===== src/remote_control_register_block_defines.svh =====
// Assertion macros shared by the remote control register block.
// Depends on a clock named clk and an active-low reset named rst_n in the including scope.
`ifndef REMOTE_CONTROL_REGISTER_BLOCK_DEFINES_SVH
`define REMOTE_CONTROL_REGISTER_BLOCK_DEFINES_SVH

// Consequent must hold in the same cycle as the antecedent.
`define RCRB_ASSERT_SAME(label, ante, cons, msg) \
  label: assert property (@(posedge clk) disable iff (!rst_n) (ante) |-> (cons)) \
    else $error(msg);

// Consequent must hold in the cycle after the antecedent.
`define RCRB_ASSERT_NEXT(label, ante, cons, msg) \
  label: assert property (@(posedge clk) disable iff (!rst_n) (ante) |=> (cons)) \
    else $error(msg);

`endif


===== src/rcrb_pkg.sv =====
// Shared types, constants and decode functions of the remote control register block.
// No dependencies.
`timescale 1ns / 1ps

package rcrb_pkg;

  localparam int REG_WORDS_DEF = 52;
  localparam int CHANNELS      = 4;
  localparam int INT_W         = 30;
  localparam int SIM_W         = 5;
  localparam int START_BIT     = 0;
  localparam int TX_DONE_BIT   = 7;

  localparam logic       OP_READ     = 1'b0;
  localparam logic       OP_WRITE    = 1'b1;
  localparam logic [3:0] ACCESS_WORD = 4'd4;

  localparam logic [11:0] ADDR_RAW    = 12'h070;
  localparam logic [11:0] ADDR_STATUS = 12'h074;
  localparam logic [11:0] ADDR_ENA    = 12'h078;
  localparam logic [11:0] ADDR_CLR    = 12'h07C;
  localparam logic [11:0] ADDR_SYS    = 12'h0C0;
  localparam logic [11:0] ADDR_SIM    = 12'h0C4;
  localparam logic [11:0] ADDR_CNT    = 12'h0C8;
  localparam logic [11:0] ADDR_DATE   = 12'h0CC;
  localparam logic [11:0] WINDOW_END  = 12'h0D0;

  typedef struct packed {
    logic        operation;
    logic [11:0] address;
    logic [3:0]  access_size;
    logic [31:0] write_data;
  } rcrb_req_t;

  typedef struct packed {
    logic [31:0] read_data;
    logic        irq_level;
  } rcrb_rsp_t;

  // Write mask of the words held in the RAM. Interrupt, sim and status words are
  // handled elsewhere or read-only, so they give an empty mask here.
  function automatic logic [31:0] rcrb_write_mask(logic [11:0] addr);
    logic [31:0] m;
    m = 32'h0;
    case (addr) inside
      [12'h000:12'h01F]: m = 32'hFFFF_FFFF;
      [12'h020:12'h02F]: m = 32'h007F_FFF8;
      [12'h030:12'h04F]: m = addr[2] ? 32'h0000_3FF9 : 32'h3F7F_FFFF;
      [12'h080:12'h09F]: m = 32'hFFFF_FFFF;
      [12'h0A0:12'h0AF]: m = 32'h002F_FFFF;
      [12'h0B0:12'h0BF]: m = 32'h0000_01FF;
      ADDR_SYS:          m = 32'h87FF_FFFF;
      ADDR_DATE:         m = 32'h0FFF_FFFF;
      default:           m = 32'h0;
    endcase
    return m;
  endfunction

  // Value of a RAM word that has not been written since reset.
  function automatic logic [31:0] rcrb_reset_word(logic [7:0] waddr);
    logic [31:0] w;
    w = 32'h0;
    case (waddr) inside
      [8'h20:8'h2F]: w = 32'h0071_0200;
      [8'h30:8'h4F]: w = waddr[2] ? 32'h0000_01E8 : 32'h3100_7F02;
      [8'h60:8'h6F]: w = 32'h0006_00C0;
      [8'h80:8'h8F]: w = 32'h0040_0040;
      [8'hA0:8'hBF]: w = 32'h0000_0080;
      8'hC0:         w = 32'h0500_0010;
      8'hCC:         w = 32'h0210_1181;
      default:       w = 32'h0;
    endcase
    return w;
  endfunction

endpackage


===== src/rcrb_ram.sv =====
// Generic single-write, single-read RAM with a registered read port.
// No dependencies.
`timescale 1ns / 1ps

module rcrb_ram #(
  parameter int WIDTH = 32,
  parameter int DEPTH = 52,
  localparam int AW = $clog2(DEPTH)
) (
  input  logic             clk,
  input  logic             wr_en,
  input  logic [AW-1:0]    wr_addr,
  input  logic [WIDTH-1:0] wr_data,
  input  logic             rd_en,
  input  logic [AW-1:0]    rd_addr,
  output logic [WIDTH-1:0] rd_data
);

  logic [WIDTH-1:0] mem [DEPTH];
  logic [WIDTH-1:0] rd_data_r;

  always_ff @(posedge clk) begin
    if (wr_en) begin
      mem[wr_addr] <= wr_data;
    end
    if (rd_en) begin
      rd_data_r <= mem[rd_addr];
    end
  end

  assign rd_data = rd_data_r;

endmodule


===== src/remote_control_register_block.sv =====
// Top level of the remote control register block: bus decode, interrupt registers, output stage.
// Depends on rcrb_pkg, rcrb_ram and remote_control_register_block_defines.svh.
//
//   Channel | Ports                          | Carries
//   --------+--------------------------------+-------------------------------
//   in      | in_valid, in_stall, in_data    | one bus access request
//   out     | out_valid, out_stall, out_data | read data and interrupt level
//
// One request is taken every cycle while in_stall is low; its result passes through the
// registered RAM read or the middle-stage register, and then through the output register.
// Reset clears the interrupt registers and the written flags, so every word reads its default.
// A stalled output holds its result while one more request is taken into the middle stage.
`timescale 1ns / 1ps
`include "remote_control_register_block_defines.svh"

module remote_control_register_block #(
  parameter int REG_WORDS = rcrb_pkg::REG_WORDS_DEF
) (
  input  logic               clk,
  input  logic               rst_n,
  input  logic               in_valid,
  output logic               in_stall,
  input  rcrb_pkg::rcrb_req_t in_data,
  output logic               out_valid,
  input  logic               out_stall,
  output rcrb_pkg::rcrb_rsp_t out_data
);

  localparam int IDX_W = $clog2(REG_WORDS);

  typedef struct packed {
    logic             from_ram;
    logic             ent_valid;
    logic [IDX_W-1:0] idx;
    logic [31:0]      word;
    logic             irq;
  } s1_t;

  logic [rcrb_pkg::CHANNELS-1:0] raw_r, raw_nxt;
  logic [rcrb_pkg::INT_W-1:0]    ena_r, ena_nxt;
  logic [rcrb_pkg::SIM_W-1:0]    sim_r, sim_nxt;
  logic [REG_WORDS-1:0]          valid_r, valid_nxt;
  logic                          s1_valid_r, s1_valid_nxt;
  s1_t                           s1_r, s1_nxt;
  logic                          out_valid_r, out_valid_nxt;
  rcrb_pkg::rcrb_rsp_t           out_data_r, out_data_nxt;

  logic                          out_adv;
  logic                          acc;
  logic                          is_word;
  logic                          wr_acc;
  logic                          rd_acc;
  logic [31:0]                   wmask;
  logic [31:0]                   wdata;
  logic                          start_go;
  logic                          ram_we;
  logic                          ram_re;
  logic [IDX_W-1:0]              idx;
  logic [rcrb_pkg::CHANNELS-1:0] set_bits;
  logic [31:0]                   ram_q;

  // Handshake: the middle stage drains whenever the output register can take it.
  assign out_adv  = !out_valid_r || !out_stall;
  assign in_stall = s1_valid_r && !out_adv;
  assign acc      = in_valid && !in_stall;

  assign is_word = (in_data.access_size == rcrb_pkg::ACCESS_WORD);
  assign wr_acc  = acc && is_word && (in_data.operation == rcrb_pkg::OP_WRITE);
  assign rd_acc  = acc && is_word && (in_data.operation == rcrb_pkg::OP_READ);
  assign idx     = in_data.address[IDX_W+1:2];

  // Channel config words sit at 0x20..0x2F; a start bit there fires a transmit.
  assign wmask    = rcrb_pkg::rcrb_write_mask(in_data.address);
  assign start_go = (in_data.address[11:4] == 8'h02) &&
                    in_data.write_data[rcrb_pkg::START_BIT];
  assign ram_we   = wr_acc && (wmask != 32'h0);

  always_comb begin
    wdata = in_data.write_data & wmask;
    if (start_go) begin
      wdata[rcrb_pkg::TX_DONE_BIT] = 1'b0;
    end
  end

  always_comb begin
    set_bits = rcrb_pkg::CHANNELS'(1) << in_data.address[3:2];
    if (sim_r[rcrb_pkg::SIM_W-1]) begin
      set_bits = set_bits | sim_r[rcrb_pkg::CHANNELS-1:0];
    end
  end

  always_comb begin
    raw_nxt   = raw_r;
    ena_nxt   = ena_r;
    sim_nxt   = sim_r;
    valid_nxt = valid_r;
    if (wr_acc) begin
      if (in_data.address == rcrb_pkg::ADDR_RAW || in_data.address == rcrb_pkg::ADDR_CLR) begin
        raw_nxt = raw_r & ~in_data.write_data[rcrb_pkg::CHANNELS-1:0];
      end else if (in_data.address == rcrb_pkg::ADDR_ENA) begin
        ena_nxt = in_data.write_data[rcrb_pkg::INT_W-1:0];
      end else if (in_data.address == rcrb_pkg::ADDR_SIM) begin
        sim_nxt = in_data.write_data[rcrb_pkg::SIM_W-1:0];
      end else if (ram_we && start_go) begin
        raw_nxt = raw_r | set_bits;
      end
    end
    if (ram_we) begin
      valid_nxt[idx] = 1'b1;
    end
  end

  // Read decode. Words kept in flip-flops are captured now; the rest comes from the RAM.
  always_comb begin
    s1_nxt.from_ram  = 1'b0;
    s1_nxt.ent_valid = valid_r[idx];
    s1_nxt.idx       = idx;
    s1_nxt.word      = 32'h0;
    s1_nxt.irq       = |(raw_nxt & ena_nxt[rcrb_pkg::CHANNELS-1:0]);
    if (rd_acc) begin
      if (in_data.address == rcrb_pkg::ADDR_STATUS) begin
        s1_nxt.word = 32'(raw_r & ena_r[rcrb_pkg::CHANNELS-1:0]);
      end else if (in_data.address == rcrb_pkg::ADDR_CLR ||
                   in_data.address == rcrb_pkg::ADDR_CNT) begin
        s1_nxt.word = 32'h0;
      end else if (in_data.address < rcrb_pkg::WINDOW_END) begin
        if (in_data.address[11:2] == rcrb_pkg::ADDR_RAW[11:2]) begin
          s1_nxt.word = 32'(raw_r);
        end else if (in_data.address[11:2] == rcrb_pkg::ADDR_ENA[11:2]) begin
          s1_nxt.word = 32'(ena_r);
        end else if (in_data.address[11:2] == rcrb_pkg::ADDR_SIM[11:2]) begin
          s1_nxt.word = 32'(sim_r);
        end else begin
          s1_nxt.from_ram = 1'b1;
        end
      end
    end
  end

  assign ram_re = rd_acc && s1_nxt.from_ram;

  rcrb_ram #(
    .WIDTH (32),
    .DEPTH (REG_WORDS)
  ) u_ram (
    .clk     (clk),
    .wr_en   (ram_we),
    .wr_addr (idx),
    .wr_data (wdata),
    .rd_en   (ram_re),
    .rd_addr (idx),
    .rd_data (ram_q)
  );

  always_comb begin
    s1_valid_nxt = s1_valid_r;
    if (acc) begin
      s1_valid_nxt = 1'b1;
    end else if (out_adv) begin
      s1_valid_nxt = 1'b0;
    end
    out_valid_nxt = out_adv ? s1_valid_r : out_valid_r;
    out_data_nxt  = out_data_r;
    if (out_adv && s1_valid_r) begin
      out_data_nxt.irq_level = s1_r.irq;
      if (!s1_r.from_ram) begin
        out_data_nxt.read_data = s1_r.word;
      end else if (s1_r.ent_valid) begin
        out_data_nxt.read_data = ram_q;
      end else begin
        out_data_nxt.read_data = rcrb_pkg::rcrb_reset_word(8'({s1_r.idx, 2'b00}));
      end
    end
  end

  always_ff @(posedge clk) begin
    if (!rst_n) begin
      raw_r       <= '0;
      ena_r       <= '0;
      sim_r       <= '0;
      valid_r     <= '0;
      s1_valid_r  <= 1'b0;
      out_valid_r <= 1'b0;
    end else begin
      raw_r       <= raw_nxt;
      ena_r       <= ena_nxt;
      sim_r       <= sim_nxt;
      valid_r     <= valid_nxt;
      s1_valid_r  <= s1_valid_nxt;
      out_valid_r <= out_valid_nxt;
    end
  end

  always_ff @(posedge clk) begin
    if (acc) begin
      s1_r <= s1_nxt;
    end
    out_data_r <= out_data_nxt;
  end

  assign out_valid = out_valid_r;
  assign out_data  = out_data_r;

  `RCRB_ASSERT_NEXT(a_raw_set_only_by_start, !(wr_acc && start_go), (raw_r & ~$past(raw_r)) == '0, "raw interrupt bit set without a transmit start")
  `RCRB_ASSERT_NEXT(a_ram_read_lands_in_s1, ram_re, s1_valid_r && s1_r.from_ram, "RAM read issued but middle stage does not expect it")
  `RCRB_ASSERT_SAME(a_stall_only_when_full, in_stall, s1_valid_r && out_valid_r, "input stalled while the pipeline has room")

endmodule


===== config.mk =====
export PLATFORM = sky130hd
export DESIGN_NAME = remote_control_register_block
export DESIGN_NICKNAME = d
export VERILOG_FILES = /design/src/rcrb_pkg.sv /design/src/rcrb_ram.sv /design/src/remote_control_register_block.sv
export VERILOG_INCLUDE_DIRS = /design/src /design/src/src
export SDC_FILE = /design/constraint.sdc
export NUM_CORES = 2
export LEC_CHECK = 0
export ABC_AREA = 0
export BUFFER_PORTS_ARGS = -buffer_cell sky130_fd_sc_hd__buf_2
export CAP_MARGIN = 15
export CORE_MARGIN = 4
export CORE_UTILIZATION = 50
export CTS_BUF_LIST = sky130_fd_sc_hd__clkbuf_8 sky130_fd_sc_hd__clkbuf_16
export DETAILED_ROUTE_END_ITERATION = 10
export PLACE_DENSITY = 0.66
export SYNTH_ARGS = -nofsm -noshare
export SYNTH_HDL_FRONTEND = slang
export SYNTH_SLANG_ARGS = --single-unit

===== constraint.sdc =====
create_clock -name clk -period 9 [get_ports clk]
set_clock_uncertainty 0.05 [all_clocks]
set_input_delay 0.9 -clock clk [delete_from_list [all_inputs] [get_ports clk]]
set_output_delay 0.9 -clock clk [all_outputs]
set_load 0.01 [all_outputs]

After elaboration in Yosys (flattened, before gate mapping)
Memory sizes are Yosys's and may differ from the RTL's. A register that Yosys moved wholly into a read port is not among the register bits.
Index checks and enable logic that the tools add are counted.
{"block": "totals", "regBits": 167, "ramBits": 1664, "in_bits": 53, "output_inout_bits": 35, "n_memories": 1}
{"block": "op_classes", "order_cmp": 25, "eq_ne": 15, "shifts": 1, "mux": 50, "n_bitwise": 11, "reduce_logical": 34}
{"name": "u_ram.mem", "depth": 52, "word_bits": 32, "rd": 1, "rd_clocked_by_memory_dff": 1, "wr": 1, "line_no": "rcrb_ram.sv:19", "text": "logic [WIDTH-1:0] mem [DEPTH];"}
{"op": "$mux W32", "n": 9}
{"op": "$mux W30", "n": 9}
{"op": "$mux W27", "n": 4}
{"op": "$or A52 B52 Y52", "n": 1}
{"op": "$eq A12 B7 Y1 const B", "n": 4}
{"op": "$eq A12 B8 Y1 const B", "n": 4}
{"op": "$ge A12 B8 Y1 const B", "n": 3}
{"op": "$le A12 B8 Y1 const B", "n": 3}
{"op": "$mux W4", "n": 9}
{"op": "$and A32 B32 Y32", "n": 1}
{"op": "$reduce_bool A32 Y1", "n": 1}
{"op": "$mux W28", "n": 1}
{"op": "$mux W26", "n": 1}
{"op": "$ge A12 B6 Y1 const B", "n": 2}
{"op": "$logic_and A1 B1 Y1", "n": 22}
{"op": "$eq A10 B5 Y1 const B", "n": 2}
{"op": "$ge A8 B6 Y1 const B", "n": 2}
{"op": "$ge A8 B8 Y1 const B", "n": 2}
{"op": "$le A8 B7 Y1 const B", "n": 2}
{"op": "$le A8 B8 Y1 const B", "n": 2}
{"op": "$mux W1", "n": 14}
{"op": "$and A4 B4 Y4", "n": 3}
{"op": "$eq A6 B6 Y1 const B", "n": 2}
{"op": "$ge A12 B1 Y1 const B", "n": 1}
{"op": "24 further kinds", "n": 32}

Depth between registers and ports, before layout
{"block": "depth", "ltp_word": 19, "ltp_mapped": 10}

Cells and area by module
Synthesis repeated with hierarchy kept, for this count alone.
{"block": "unflattened", "hier_cells": 3497, "hier_area_um2": 72305.6}
{"mod": "rcrb_ram", "n_inst": 1, "cells_each": 2727, "area_per_inst_um2": 64331.7, "seq_area_each_um2": 50928.8}
{"mod": "remote_control_register_block", "n_inst": 1, "cells_each": 770, "area_per_inst_um2": 7973.9, "seq_area_each_um2": 4023.9}

Worst setup path before layout
OpenSTA, ideal clock, no wires.
{"block": "synth_timing", "path_type": "input-to-reg", "from": "input port in_data[40] (netlist name)", "to": "register s1_r[40] (netlist name) (data pin)", "t_arrival_ns": 4.534, "required_ns": 8.308, "path_slack_ns": 3.774, "stages": 6, "path_buffers": 1, "cell_sequence": "buf_2 nor2_1 o21ai_0 or3_1 or2_2 nor3_1"}
{"block": "synth_between", "elab_chain_len": 8, "word_cells_on_any_way": 15}
{"item": "from (decl)", "line_no": "remote_control_register_block.sv:23", "text": "input rcrb_pkg::rcrb_req_t in_data,"}
{"item": "parallel branches: the longest is 6 deep, another holds $lt A12 B8 Y1"}
{"item": "$mux W1 (*)", "line_no": "remote_control_register_block.sv:121", "text": "if (in_data.address == rcrb_pkg::ADDR_STATUS) begin"}
{"item": "$mux W1 (*)", "line_no": "remote_control_register_block.sv:120", "text": "if (rd_acc) begin"}
{"item": "to (signal assigned)", "line_no": "remote_control_register_block.sv:196", "text": "s1_r <= s1_nxt;"}
{"item": "to (decl)", "line_no": "remote_control_register_block.sv:44", "text": "s1_t s1_r, s1_nxt;"}
Mark *: on every way between the ends.
A chain may end at the register's enable or synchronous reset.

Worst setup path after layout
{"block": "layout_timing", "from": "input port in_data[38] (netlist name)", "to": "register u_ram.rd_data_r[19], in the netlist u_ram.rd_data[19] (read register of u_ram.mem) (data pin)"}
{"block": "layout_between", "elab_chain_len": 9, "word_cells_on_any_way": 16}
{"item": "parallel branches: the longest is 9 deep, another holds $lt A12 B8 Y1"}
{"item": "to (decl)", "line_no": "rcrb_ram.sv:20", "text": "logic [WIDTH-1:0] rd_data_r;"}
Several ways; the timed one is not identified.

==> results.yml <==
grt:
  grt_pass1_vias: 35300
  antenna_found_initial: 9
  grt_max_degree: 132
  overflow: 0
  grt_pass1_wl_mm: 246
  grt.total_usage: 0.226
final_layout:
  fill_cells: 10300
  drive_gt1_frac: 0.262
  nNetsFinal: 3997
  antenna_cells: 0
  area_growth_pct: 15.3
clock_tree:
  ctsHoldBuffers: 0
  path_clk_slew_ns: 0.06
  post_cts_buffers: 0
  cts_tree: "yes"
  clock_sinks: 1861
  clk_path_buf_depth: 3
  clock_latency_ns: 0.82
  htree_levels: 4
  cts_buffers: 181
  cts_root_buf: "clkbuf_16"
  cts_resized: 0
setup_path:
  critical_path_buf_inv_count: 4
  cp.required_ns: 9.50
  criticalPathCategory: "input pin to flip-flop"
  ff2ff_path_depth: 5
  crit_family: "buffers and inverters"
  startpoint_type: "input pin"
  end_kind: "flip-flop"
  max_stage_delay_ns: 0.85
  cp_max_fo: 47
  worstPathCellList: "buf_8, buf_4, buf_4, buf_4, mux4_2, mux4_2, a22oi_1, nand2_1"
  cp.depth: 8
  cpMostUsedCell: "buf_4"
  critPathSlowestCell: "buf_4"
  arrival_ns: 4.98
placed_design:
  place.gp.congestion: 0.824
  io_buffers: 87
  dp_hpwl_mm: 94.1
timing:
  min_period_ns: 4.48
  drv_slew: 0
  rsz0062_at_grt: "no"
  min_period_over_period: 0.498
  tns_ns: 0
  hold_viol: 0
  tightest_slew_ns: 1.10
  whs_ns: 0.300
  clock.fmax_ghz: 0.223
  max_slew_margin: 0.262
  finalSetupViolations: 0
drt:
  drtAntennaViolNets: 0
  drc: 0
  viasPerCell: 5.88
  routed_wl_mm: 167
  dr.pass1.iters: 5
  drt-wirelength-per-cell_um: 28.0
  via_count: 35200
  drtIter0Drc: 4589
floorplan:
  start_util: 0.505
  die_x_um: 387
  rows: 138
  coreArea_sq_um: 142000
  die_h_um: 387
  dieArea_sq_um: 149000
  io_pins: 88
run:
  max_cap_violations: 0
power_and_ir_drop:
  seq_power_share: 0.538
  p_switching_w: 0.00362
  pwr-share-comb: 0.035
  power_density_nw_per_um2: 215
  leakage_nw: 24.1
  sw_frac_of_total: 0.203
  intPower_w: 0.0142
  ir_worst_vdd_v: 0.000207
  pwr-share-clk: 0.427
  power_w: 0.0178
synthesis:
  syn_area_sq_um: 71600
  syn_area_per_cell_sq_um: 21.7
  seq_area_frac_synth: 0.767
  synth-main-ff-cell: "edfxtp_1"
  synth_warnings: 0
  synthCells: 3305
  synth_cell_types: 69
  synth-async-reset-ratio: 0
  synth_edf_count: 1768
  synth_seq_cells: 1861
worst_hold_path:
  holdPathStages: 3
  hold_path.class: "input pin to flip-flop"
outcome:
  status: "completed"
[per-stage QoR]
| stage | cell area (sq um) | std cells | util | setup slack [ns] |
|---|---|---|---|---|
| final | 82600 | 5985 | 0.582 | 4.52 |
| after global routing | 82600 | 5985 | 0.582 | 4.07 |
| after CTS | 82500 | 5981 | 0.581 | 4.41 |
| after detailed placement | 76500 | 5647 | 0.539 | 3.54 |
| after global placement | 76500 | 5647 | 0.539 | 3.52 |
| after floorplan | 73300 | 3752 | - | 3.77 |
[flip-flops by register name, summed over array words and instances, names as in the netlist]
name           flops
u_ram.rd_data     32
ena_r             30
raw_r              4
s1_valid_r         1
s1_r              39
u_ram.mem       1664
sim_r              5
out_data          33
out_valid          1
valid_r           52
[cell type report]
cell class                 count  area, sq um  area share
sequential                  1861        55000       0.665
multi-input combinational   1691        17800       0.216
clock buffer                 187         4630      0.0561
tap                         1890         2360      0.0286
timing repair buffer         196         1400      0.0170
clock inverter               147         1370      0.0166
inverter                      13         48.8    0.000591
[final timing paths]
check	startpoint	to	slack, ns
min	in_data[21]	ena_r[21]$_SDFFE_PN0P_	0.30
max reg2reg	out_valid$_SDFFE_PN0N_	u_ram.mem[3][25]$_DFFE_PP_	4.67
max	in_data[38]	u_ram.rd_data[19]$_DFFE_PP_	4.52
min reg2reg	ena_r[6]$_SDFFE_PN0P_	ena_r[6]$_SDFFE_PN0P_	0.40
[logic make-up (layout without fill, tap and decap cells)]
group,after synthesis,after routing,synth area share
DFF,1861,1861,0.767
AOI/OAI and AO/OA,292,292,0.0272
buffers and inverters,200,543,0.0134
other,1,448,0.0000523
xor gates and xnor gates,2,2,0.000245
and+or+nand+nor,417,417,0.0298
muxes,532,532,0.162
[cell usage after synthesis, drive strengths merged, types with 3 or more instances]
master	number	area, sq um
or3b	3	26.3
a222oi	4	40.0
o211ai	13	97.6
and2	64	400
o21ai	58	290
nor3b	4	41.3
a31oi	9	56.3
nor2b	10	62.6
a22oi	58	435
nor3	17	90.1
mux4	503	11300
mux2i	22	220
dfxtp	93	1860
nand3	27	135
a221o	3	30.0
nor2	80	300
nand4	12	87.6
nand3b	6	45.0
mux2	7	78.8
nand2b	4	25.0
a21boi	13	97.6
o21a	8	60.1
a21oi	83	490
clkbuf	89	337
inv	12	45.0
buf	98	576
a22o	12	105
nor4	7	71.3
or2	4	25.0
o31ai	10	75.1
nand4b	4	35.0
and3	16	100
edfxtp	1768	53100
a21o	8	60.1
nand2	150	613
[layout by cell type (no fill, tap or decap), types with 7 or more instances in the layout]
master     instances
a21o_1             8
buf_4            101
o211ai_1          13
bufinv_16         23
nor2_4            29
edfxtp_1        1768
inv_6              8
nand4_1           10
a31oi_1            9
o31ai_1           10
o21ai_0           53
a22o_1            12
a22oi_1           58
and2_1            62
a21oi_2           20
buf_2             83
a21boi_4           9
dfxtp_1           93
mux4_2           503
nor3_2            10
nor2_1            49
mux2i_1           22
and3_1            16
mux2_2             7
clkinv_1          34
o21a_1             8
nor2b_1            7
clkbuf_16        183
clkinv_2          30
nor3_1             7
a21oi_1           63
nand3_1           27
conb_1           448
nand2_2           20
inv_1             55
nand2_1          130
[metal layers]
metal / vias to the layer above / share of wire / global-route usage / wire length, um
li1: 14700 / - / - / -
met1: 18600 / 0.41 / 0.328 / 68100
met2: 1561 / 0.48 / 0.354 / 81000
met3: 292 / 0.079 / 0.0385 / 13300
met4: 2 / 0.030 / 0.0732 / 4990
met5: - / 0.000036 / 0 / 6
[worst min-delay path, cell delays in order]
cell and delay (ns):
buf_2 0.11, nand2_2 0.05, a21oi_2 0.05
[power by group through the flow]
stage / Sequential (W) / Combinational [W] / Clock [W]
2_1_floorplan: 0.00974 / 0.000431 / 0
3_3_place_gp: 0.00974 / 0.000625 / 0
5_1_grt: 0.00957 / 0.000676 / 0.00812
6_report: 0.00957 / 0.000628 / 0.00760
4_1_cts: 0.00957 / 0.000627 / 0.00773
3_5_place_dp: 0.00975 / 0.000625 / 0
No activity file was read; power rests on OpenSTA's default activity.
